## src/rtl/prq_pkg.sv

```systemverilog
`timescale 1ns / 1ps
// ----------------------------------------------------------------------------
// prq_pkg
// Shared types and constants for the priority ready queue scheduler.
// ----------------------------------------------------------------------------
package prq_pkg;

  localparam int QUEUE_DEPTH = 8;

  localparam int PRIO_W  = 8;
  localparam int REM_W   = 8;
  localparam int ID_W    = 16;
  localparam int STAT_W  = 3;
  localparam int CFG_IDX_W  = 1;
  localparam int CFG_DATA_W = 8;

  // Register indexes
  localparam logic [CFG_IDX_W-1:0] REG_AGING_THRESHOLD = 1'd0;
  localparam logic [CFG_IDX_W-1:0] REG_RUN_BUDGET      = 1'd1;

  localparam logic [PRIO_W-1:0] AGING_THRESHOLD_RST = 8'd5;
  localparam logic [REM_W-1:0]  RUN_BUDGET_RST      = 8'd5;

  // Request operations
  localparam logic OP_INSERT   = 1'b0;
  localparam logic OP_DISPATCH = 1'b1;

  // Result status codes
  localparam logic [STAT_W-1:0] ST_INSERTED = 3'd0;
  localparam logic [STAT_W-1:0] ST_REQUEUED = 3'd1;
  localparam logic [STAT_W-1:0] ST_RETIRED  = 3'd2;
  localparam logic [STAT_W-1:0] ST_EMPTY    = 3'd3;
  localparam logic [STAT_W-1:0] ST_FULL     = 3'd4;

  typedef struct packed {
    logic              op;
    logic [PRIO_W-1:0] priority_req;
    logic [ID_W-1:0]   task_id;
  } in_req_t;

  typedef struct packed {
    logic [STAT_W-1:0] status;
    logic [ID_W-1:0]   served_id;
    logic [PRIO_W-1:0] new_priority;
  } out_res_t;

  // Controller to datapath
  typedef struct packed {
    logic load_req;  // latch accepted request
    logic exec;      // run request and write result register
    logic place;     // reinsert the aged head task
  } prq_cmd_t;

  // Datapath to controller
  typedef struct packed {
    logic op;
    logic empty;
    logic retire;
    logic out_free;
  } prq_sts_t;

endpackage

```

## src/rtl/prq_ctrl.sv

```systemverilog
`timescale 1ns / 1ps
// ----------------------------------------------------------------------------
// prq_ctrl
// Sequencer: accept, execute, optional requeue placement.
// ----------------------------------------------------------------------------
module prq_ctrl (
  input  logic              clk_i,
  input  logic              rst_ni,
  input  logic              in_valid_i,
  output logic              in_ready_o,
  input  prq_pkg::prq_sts_t sts_i,
  output prq_pkg::prq_cmd_t cmd_o
);

  typedef enum logic [1:0] {
    S_IDLE,
    S_EXEC,
    S_PLACE
  } state_e;

  state_e state_q;
  logic   in_ready_q;
  logic   requeue;

  assign requeue = (sts_i.op == prq_pkg::OP_DISPATCH) && !sts_i.empty && !sts_i.retire;

  assign in_ready_o     = in_ready_q;
  assign cmd_o.load_req = in_valid_i && in_ready_q;
  assign cmd_o.exec     = (state_q == S_EXEC) && sts_i.out_free;
  assign cmd_o.place    = (state_q == S_PLACE);

  always_ff @(posedge clk_i or negedge rst_ni) begin
    if (!rst_ni) begin
      state_q    <= S_IDLE;
      in_ready_q <= 1'b1;
    end else begin
      case (state_q)
        S_IDLE: begin
          if (in_valid_i && in_ready_q) begin
            state_q    <= S_EXEC;
            in_ready_q <= 1'b0;
          end
        end
        S_EXEC: begin
          // hold until the result register can take the result
          if (sts_i.out_free) begin
            if (requeue) begin
              state_q <= S_PLACE;
            end else begin
              state_q    <= S_IDLE;
              in_ready_q <= 1'b1;
            end
          end
        end
        S_PLACE: begin
          state_q    <= S_IDLE;
          in_ready_q <= 1'b1;
        end
        default: begin
          state_q    <= S_IDLE;
          in_ready_q <= 1'b1;
        end
      endcase
    end
  end

endmodule

```

## src/rtl/prq_datapath.sv

```systemverilog
`timescale 1ns / 1ps
// ----------------------------------------------------------------------------
// prq_datapath
// Sorted shifting entry array, aging unit, config and result registers.
// ----------------------------------------------------------------------------
module prq_datapath #(
  parameter int QUEUE_DEPTH = prq_pkg::QUEUE_DEPTH
) (
  input  logic                             clk_i,
  input  logic                             rst_ni,
  input  prq_pkg::in_req_t                 in_req_i,
  input  logic                             cfg_we_i,
  input  logic [prq_pkg::CFG_IDX_W-1:0]    cfg_idx_i,
  input  logic [prq_pkg::CFG_DATA_W-1:0]   cfg_data_i,
  output logic                             out_valid_o,
  input  logic                             out_ready_i,
  output prq_pkg::out_res_t                out_res_o,
  input  prq_pkg::prq_cmd_t                cmd_i,
  output prq_pkg::prq_sts_t                sts_o
);

  localparam int CNT_W = $clog2(QUEUE_DEPTH + 1);

  logic [prq_pkg::PRIO_W-1:0] prio_q [QUEUE_DEPTH];
  logic [prq_pkg::PRIO_W-1:0] prio_d [QUEUE_DEPTH];
  logic [prq_pkg::REM_W-1:0]  rem_q  [QUEUE_DEPTH];
  logic [prq_pkg::REM_W-1:0]  rem_d  [QUEUE_DEPTH];
  logic [prq_pkg::ID_W-1:0]   id_q   [QUEUE_DEPTH];
  logic [prq_pkg::ID_W-1:0]   id_d   [QUEUE_DEPTH];
  logic [CNT_W-1:0]           occ_q, occ_d;

  logic                       req_op_q, req_op_d;
  logic [prq_pkg::PRIO_W-1:0] req_prio_q, req_prio_d;
  logic [prq_pkg::REM_W-1:0]  req_rem_q, req_rem_d;
  logic [prq_pkg::ID_W-1:0]   req_id_q, req_id_d;

  logic [prq_pkg::PRIO_W-1:0] thr_q;
  logic [prq_pkg::REM_W-1:0]  budget_q;

  logic              out_valid_q, out_valid_d;
  prq_pkg::out_res_t out_res_q, out_res_d;

  logic [QUEUE_DEPTH-1:0]     lt;
  logic [prq_pkg::PRIO_W:0]   dbl;
  logic [prq_pkg::PRIO_W-1:0] aged;
  logic                       full, empty, do_place;

  assign full  = (occ_q == CNT_W'(QUEUE_DEPTH));
  assign empty = (occ_q == '0);

  // Valid entries below the new priority; sorted, so this is a thermometer.
  always_comb begin
    for (int k = 0; k < QUEUE_DEPTH; k++) begin
      lt[k] = (CNT_W'(k) < occ_q) && (prio_q[k] < req_prio_q);
    end
  end

  // Aging of the head priority, saturating at the top
  assign dbl = {prio_q[0], 1'b0};
  always_comb begin
    if (prio_q[0] > thr_q) begin
      aged = (prio_q[0] == '1) ? '1 : prio_q[0] + 1'b1;
    end else begin
      aged = dbl[prq_pkg::PRIO_W] ? '1 : dbl[prq_pkg::PRIO_W-1:0];
    end
  end

  assign do_place = cmd_i.place ||
                    (cmd_i.exec && (req_op_q == prq_pkg::OP_INSERT) && !full);

  always_comb begin
    for (int k = 0; k < QUEUE_DEPTH; k++) begin
      prio_d[k] = prio_q[k];
      rem_d[k]  = rem_q[k];
      id_d[k]   = id_q[k];
    end
    occ_d       = occ_q;
    req_op_d    = req_op_q;
    req_prio_d  = req_prio_q;
    req_rem_d   = req_rem_q;
    req_id_d    = req_id_q;
    out_res_d   = out_res_q;
    out_valid_d = out_valid_q && !out_ready_i;

    if (cmd_i.load_req) begin
      req_op_d   = in_req_i.op;
      req_prio_d = in_req_i.priority_req;
      req_rem_d  = budget_q;
      req_id_d   = in_req_i.task_id;
    end

    if (do_place) begin
      // keep entries ahead, drop the new one at the boundary, shift the rest up
      if (!lt[0]) begin
        prio_d[0] = req_prio_q;
        rem_d[0]  = req_rem_q;
        id_d[0]   = req_id_q;
      end
      for (int k = 1; k < QUEUE_DEPTH; k++) begin
        if (!lt[k]) begin
          if (lt[k-1]) begin
            prio_d[k] = req_prio_q;
            rem_d[k]  = req_rem_q;
            id_d[k]   = req_id_q;
          end else begin
            prio_d[k] = prio_q[k-1];
            rem_d[k]  = rem_q[k-1];
            id_d[k]   = id_q[k-1];
          end
        end
      end
      occ_d = occ_q + 1'b1;
    end

    if (cmd_i.exec) begin
      out_valid_d            = 1'b1;
      out_res_d.served_id    = '0;
      out_res_d.new_priority = '0;
      if (req_op_q == prq_pkg::OP_INSERT) begin
        out_res_d.status = full ? prq_pkg::ST_FULL : prq_pkg::ST_INSERTED;
      end else if (empty) begin
        out_res_d.status = prq_pkg::ST_EMPTY;
      end else begin
        out_res_d.served_id    = id_q[0];
        out_res_d.new_priority = aged;
        out_res_d.status = (rem_q[0] == '0) ? prq_pkg::ST_RETIRED : prq_pkg::ST_REQUEUED;
        // pop the head
        for (int k = 0; k < QUEUE_DEPTH - 1; k++) begin
          prio_d[k] = prio_q[k+1];
          rem_d[k]  = rem_q[k+1];
          id_d[k]   = id_q[k+1];
        end
        occ_d = occ_q - 1'b1;
        // the head comes back as the pending request for the place step
        req_prio_d = aged;
        req_rem_d  = rem_q[0] - 1'b1;
        req_id_d   = id_q[0];
      end
    end
  end

  always_ff @(posedge clk_i or negedge rst_ni) begin
    if (!rst_ni) begin
      occ_q       <= '0;
      out_valid_q <= 1'b0;
      thr_q       <= prq_pkg::AGING_THRESHOLD_RST;
      budget_q    <= prq_pkg::RUN_BUDGET_RST;
    end else begin
      occ_q       <= occ_d;
      out_valid_q <= out_valid_d;
      if (cfg_we_i) begin
        case (cfg_idx_i)
          prq_pkg::REG_AGING_THRESHOLD: thr_q    <= cfg_data_i;
          prq_pkg::REG_RUN_BUDGET:      budget_q <= cfg_data_i;
          default: ;
        endcase
      end
    end
  end

  always_ff @(posedge clk_i) begin
    for (int k = 0; k < QUEUE_DEPTH; k++) begin
      prio_q[k] <= prio_d[k];
      rem_q[k]  <= rem_d[k];
      id_q[k]   <= id_d[k];
    end
    req_op_q   <= req_op_d;
    req_prio_q <= req_prio_d;
    req_rem_q  <= req_rem_d;
    req_id_q   <= req_id_d;
    out_res_q  <= out_res_d;
  end

  assign out_valid_o = out_valid_q;
  assign out_res_o   = out_res_q;

  assign sts_o.op       = req_op_q;
  assign sts_o.empty    = empty;
  assign sts_o.retire   = (rem_q[0] == '0);
  assign sts_o.out_free = !out_valid_q || out_ready_i;

endmodule

```

## src/rtl/priority_ready_queue_scheduler.sv

```systemverilog
`timescale 1ns / 1ps
// ----------------------------------------------------------------------------
// priority_ready_queue_scheduler
// Sorted ready queue with insert, dispatch, aging and requeue.
// ----------------------------------------------------------------------------
//  channel   signals                         dir
//  request   in_valid_i in_ready_o in_req_i  in
//  result    out_valid_o out_ready_i out_res_o out
//  config    cfg_we_i cfg_idx_i cfg_data_i   in
//
// Insert, retire and empty/full requests pass through accept and execute;
// a requeued dispatch adds a place step that puts the aged task back
// into the shifting entry array. Requests are handled one at a time.
// Reset clears occupancy, result valid and config; entries need no clearing.
// A stalled result holds the execute step until the result register frees.
// ----------------------------------------------------------------------------
module priority_ready_queue_scheduler #(
  parameter int QUEUE_DEPTH = prq_pkg::QUEUE_DEPTH
) (
  input  logic                           clk_i,
  input  logic                           rst_ni,
  input  logic                           in_valid_i,
  output logic                           in_ready_o,
  input  prq_pkg::in_req_t               in_req_i,
  output logic                           out_valid_o,
  input  logic                           out_ready_i,
  output prq_pkg::out_res_t              out_res_o,
  input  logic                           cfg_we_i,
  input  logic [prq_pkg::CFG_IDX_W-1:0]  cfg_idx_i,
  input  logic [prq_pkg::CFG_DATA_W-1:0] cfg_data_i
);

  prq_pkg::prq_cmd_t cmd;
  prq_pkg::prq_sts_t sts;

  prq_ctrl u_ctrl (
    .clk_i      (clk_i),
    .rst_ni     (rst_ni),
    .in_valid_i (in_valid_i),
    .in_ready_o (in_ready_o),
    .sts_i      (sts),
    .cmd_o      (cmd)
  );

  prq_datapath #(
    .QUEUE_DEPTH (QUEUE_DEPTH)
  ) u_datapath (
    .clk_i       (clk_i),
    .rst_ni      (rst_ni),
    .in_req_i    (in_req_i),
    .cfg_we_i    (cfg_we_i),
    .cfg_idx_i   (cfg_idx_i),
    .cfg_data_i  (cfg_data_i),
    .out_valid_o (out_valid_o),
    .out_ready_i (out_ready_i),
    .out_res_o   (out_res_o),
    .cmd_i       (cmd),
    .sts_o       (sts)
  );

endmodule
```

## config.mk

```make
export PLATFORM = sky130hd
export DESIGN_NAME = priority_ready_queue_scheduler
export DESIGN_NICKNAME = d
export VERILOG_FILES = /design/src/rtl/prq_pkg.sv /design/src/rtl/prq_ctrl.sv /design/src/rtl/prq_datapath.sv /design/src/rtl/priority_ready_queue_scheduler.sv
export SDC_FILE = /design/constraint.sdc
export NUM_CORES = 1
export LEC_CHECK = 0
export BUFFER_PORTS_ARGS = -buffer_cell sky130_fd_sc_hd__buf_2
export CAP_MARGIN = 25
export CORE_MARGIN = 8
export CORE_UTILIZATION = 40
export CTS_BUF_LIST = sky130_fd_sc_hd__clkbuf_8
export DETAILED_ROUTE_END_ITERATION = 8
export GPL_TIMING_DRIVEN = 0
export PLACE_DENSITY = 0.56
export SLEW_MARGIN = 30
export SYNTH_ARGS = -nofsm -noshare
export SYNTH_HDL_FRONTEND = slang
export SYNTH_HIERARCHICAL = 1
export SYNTH_SLANG_ARGS = --single-unit
```

## constraint.sdc

```tcl
create_clock -name clk_i -period 13.87 [get_ports clk_i]
set_clock_uncertainty 0.1 [all_clocks]
set_input_delay 2.0805 -clock clk_i [delete_from_list [all_inputs] [get_ports clk_i]]
set_output_delay 2.0805 -clock clk_i [all_outputs]
set_load 0.005 [all_outputs]
```

==> run_results.csv <==
group,metric,value,unit
status,status,"finished clean",
drt,drtIter0Drc,989,
synth,yosysSeqAreaShare,43.96,%
clock_tree,tritoncts,"built",
job,drv_cap,0,
global_routing,grt_pass1_vias,13870,
worst_setup_path,max_stage_delay,700,ps
clock_tree,clock-root-buffer,"clkbuf_8",
pwr,p_leak,0.007913,uW
global_routing,grt_first_pass_wirelength,80210,microns
floorplan,start_util,40.14,%
drt,vias_per_cell,5.610,
worst_setup_path,r2r-end,"u_datapath/prio_q[0][3]",
placement,port_buffers,67,
timing,finalMaxSlewViolations,0,
pwr,ir_worst_vdd,0.08437,mV
pwr,powerDensity,267.5,mW/mm^2
clock_tree,post_cts_resized,0,
worst_setup_path,cpMostUsedCell,"clkbuf_1",
synth,syn-mean-instance-area,9.923,sq um
timing,fmax,194.0,MHz
timing,setup_violations,0,
floorplan,die_h,223.0,microns
drt,num_vias,13780,
layout,nets,1971,
worst_setup_path,crit_path_start,"out_ready_i",
global_routing,grt_use_total,20.04,%
drt,wire_per_inst,20.69,microns
floorplan,io_pins,68,
min_path,min_delay_path_depth,2,
floorplan,design.core.area,0.04270,sq mm
drt,drc,0,
clock_tree,postCtsSetupRepairBufs,0,
timing,period_minus_slack,5155,ps
synth,syn_inst,1727,
global_routing,antenna_found_initial,0,
timing,worstMarginPinSlew,1006,ps
layout,drive_gt1_share,12.88,%
min_path,hold_class,"reg2reg",
worst_setup_path,timing.reg2reg.setup_slack,9880,ps
synth,synth_flop_cell,"dfxtp_1",
worst_setup_path,cp-end-kind,"flop",
timing,finalHoldViolCount,0,
timing,grt_setup_unrepaired,"no",
synth,yosysWarnings,6,
floorplan,die_area,0.04972,sq mm
pwr,power,5195,uW
clock_tree,cts_buffers,60,
placement,place_congestion,0.8307,
worst_setup_path,crit_fanout,22,
worst_setup_path,crit_chain,"buf_2 > nand2b_1 > nand2_2 > nor2_4 > buf_16 > nand2_1 > nor2_1 > buf_4 > clkbuf_1 > clkbuf_1 > o21ai_0",
synth,ys_ff_latch,340,
worst_setup_path,cp-start-kind,"input port",
min_path,min_from,"u_datapath/id_q[1][63]",
timing,fin_hold_ws,364.4,ps
drt,dr.pass1.iters,6,
drt,ant_nets,0,
worst_setup_path,cp_slowest_cell,"nor2_1",
synth,synthArstFlopShare,7.059,%
worst_setup_path,cp.required,14250,ps
layout,antenna-diode-count,0,
clock_tree,hold_buffers,0,
clock_tree,clkLatencyLatePin,670,ps
floorplan,rows,76,
worst_setup_path,arrival,5530,ps
drt,drt-total-wl,50820,microns
global_routing,grt_max_degree,25,
worst_setup_path,critPathKind,"in2reg",
clock_tree,clock_path_buffers,3,
clock_tree,cts.sinks,340,
layout,n_fill_cell,4216,
min_path,hold_end,"u_datapath/id_q[1][47]",
global_routing,gr-total-overflow,0,
synth,syn-num-nets,1837,
timing,relSlewSlack,32.93,%
layout,final_cell_mix,"mux2i_1 (280), dfxtp_1 (256), o21ai_0 (200), nand2_1 (150), clkbuf_1 (114)",
timing,finalSetupTns,0,ps
layout,syn2layout_area_growth,13.34,%
floorplan,die_x,223.0,microns
layout,final_common_cell,"mux2i_1",
clock_tree,clk_pin_slew,60,ps
timing,finalCritPeriodShare,37.16,%
synth,synth_cell_types,63,
synth,syn_area,0.01714,sq mm
placement,hpwl,39280,microns
worst_setup_path,r2r_start,"u_datapath/out_valid_o",
clock_tree,htree_levels,2,
synth,synth-edff-count,60,
worst_setup_path,rr_worst_depth,10,
## critical path, delay by kind of cell
kind | cells | cell delay [ps]
AOI/OAI and AO/OA | 1 | 230
buffers and inverters | 5 | 1710
and+or+nand+nor | 5 | 1490
## stage by stage
stage	worst slack (ps)	utilization, %	instance area, sq um	instances
after floorplan	6794	-	17140	1727
after global placement	3596	42.52	18160	2340
after detailed placement	8067	42.76	18260	2345
after CTS	8736	45.49	19420	2456
after global routing	8514	45.49	19420	2456
final	8715	45.49	19420	2456
## layer usage
metal	wire [microns]	vias up	track usage, %
li1	-	6660	-
met1	24750	6727	27.84
met5	0	-	0
met4	1069	0	5.374
met3	2532	66	3.454
met2	22470	326	31.77
## how the worst max path moves through the flow
stage	to	slack, ps	cells past startpoint
floorplan	u_datapath/id_q[1][48]	6790	6
global placement	u_datapath/rem_q[1][28]	3600	7
detailed placement	u_datapath/prio_q[0][3]	8070	11
CTS	u_datapath/prio_q[0][3]	8740	11
global route	u_datapath/prio_q[0][2]	8510	11
finish	u_datapath/prio_q[0][3]	8720	11
## cell families (layout without fill, tap and decap cells)
logic type | count (synthesis) | after routing | share of synthesized area [%]
mux | 324 | 324 | 19.25
xor+xnor | 12 | 12 | 0.6133
fa+ha+maj | 71 | 71 | 5.184
simple gates | 320 | 320 | 8.542
compound gates | 484 | 484 | 18.14
buf+inv | 176 | 359 | 4.315
flops | 340 | 340 | 43.96
## synth_stat cells, types with 4 or more instances
cell type    n  share of area (%)
buf_2       21               0.61
mux2i_1    280                 16
o211ai_1    37                1.6
inv_1       30               0.66
a21o_1       5               0.22
xnor2_1      8               0.41
buf_6        4               0.26
o211a_1      9               0.53
o21ai_0    200                5.8
a2111oi_0    5               0.26
nor3_1       8               0.23
o31ai_1      7               0.31
o21a_1       9               0.39
edfxtp_1    60                 11
mux2_2      44                2.9
nor2_1      58                1.3
nand2b_1    11               0.40
and3_1      18               0.66
buf_4        6               0.26
nand2_1    150                3.3
clkbuf_1   114                2.5
a211oi_1     6               0.26
a22oi_1     96                4.2
dfstp_2      5               0.77
ha_1        71                5.2
a2bb2oi_1   32                1.6
a21oi_1     55                1.6
nand3_1     39                1.1
a211o_1      6               0.31
nand4_1      9               0.33
dfrtp_1     19                2.8
dfxtp_1    256                 30
xor2_1       4               0.20
## state kept, by name, summed over array words and instances (netlist names)
name                    cells
u_ctrl/in_ready_o           1
u_ctrl/state_q              2
u_datapath/budget_q         8
u_datapath/id_q           128
u_datapath/occ_q            4
u_datapath/out_res_o       27
u_datapath/out_valid_o      1
u_datapath/prio_q          64
u_datapath/rem_q           64
u_datapath/req_id_q        16
u_datapath/req_op_q         1
u_datapath/req_prio_q       8
u_datapath/req_rem_q        8
u_datapath/thr_q            8
## report_power, final
group	total [uW]	switching, uW	leakage (uW)	internal [uW]
Sequential	1800	367	0.00297	1440
Combinational	2490	1410	0.00423	1080
Clock	899	422	0.000715	477
## layout make-up
type	count	area, sq um	share of cell area [%]
tap	546	683.2	3.517
inverter	30	112.6	0.5797
buffer	146	626.9	3.227
clock buffer	74	1018	5.244
clock inverter	37	150.1	0.7730
timing repair buffer	72	397.9	2.048
sequential	340	7533	38.79
multi-input combinational	1211	8901	45.83
No activity file was read; power rests on OpenSTA's default activity.
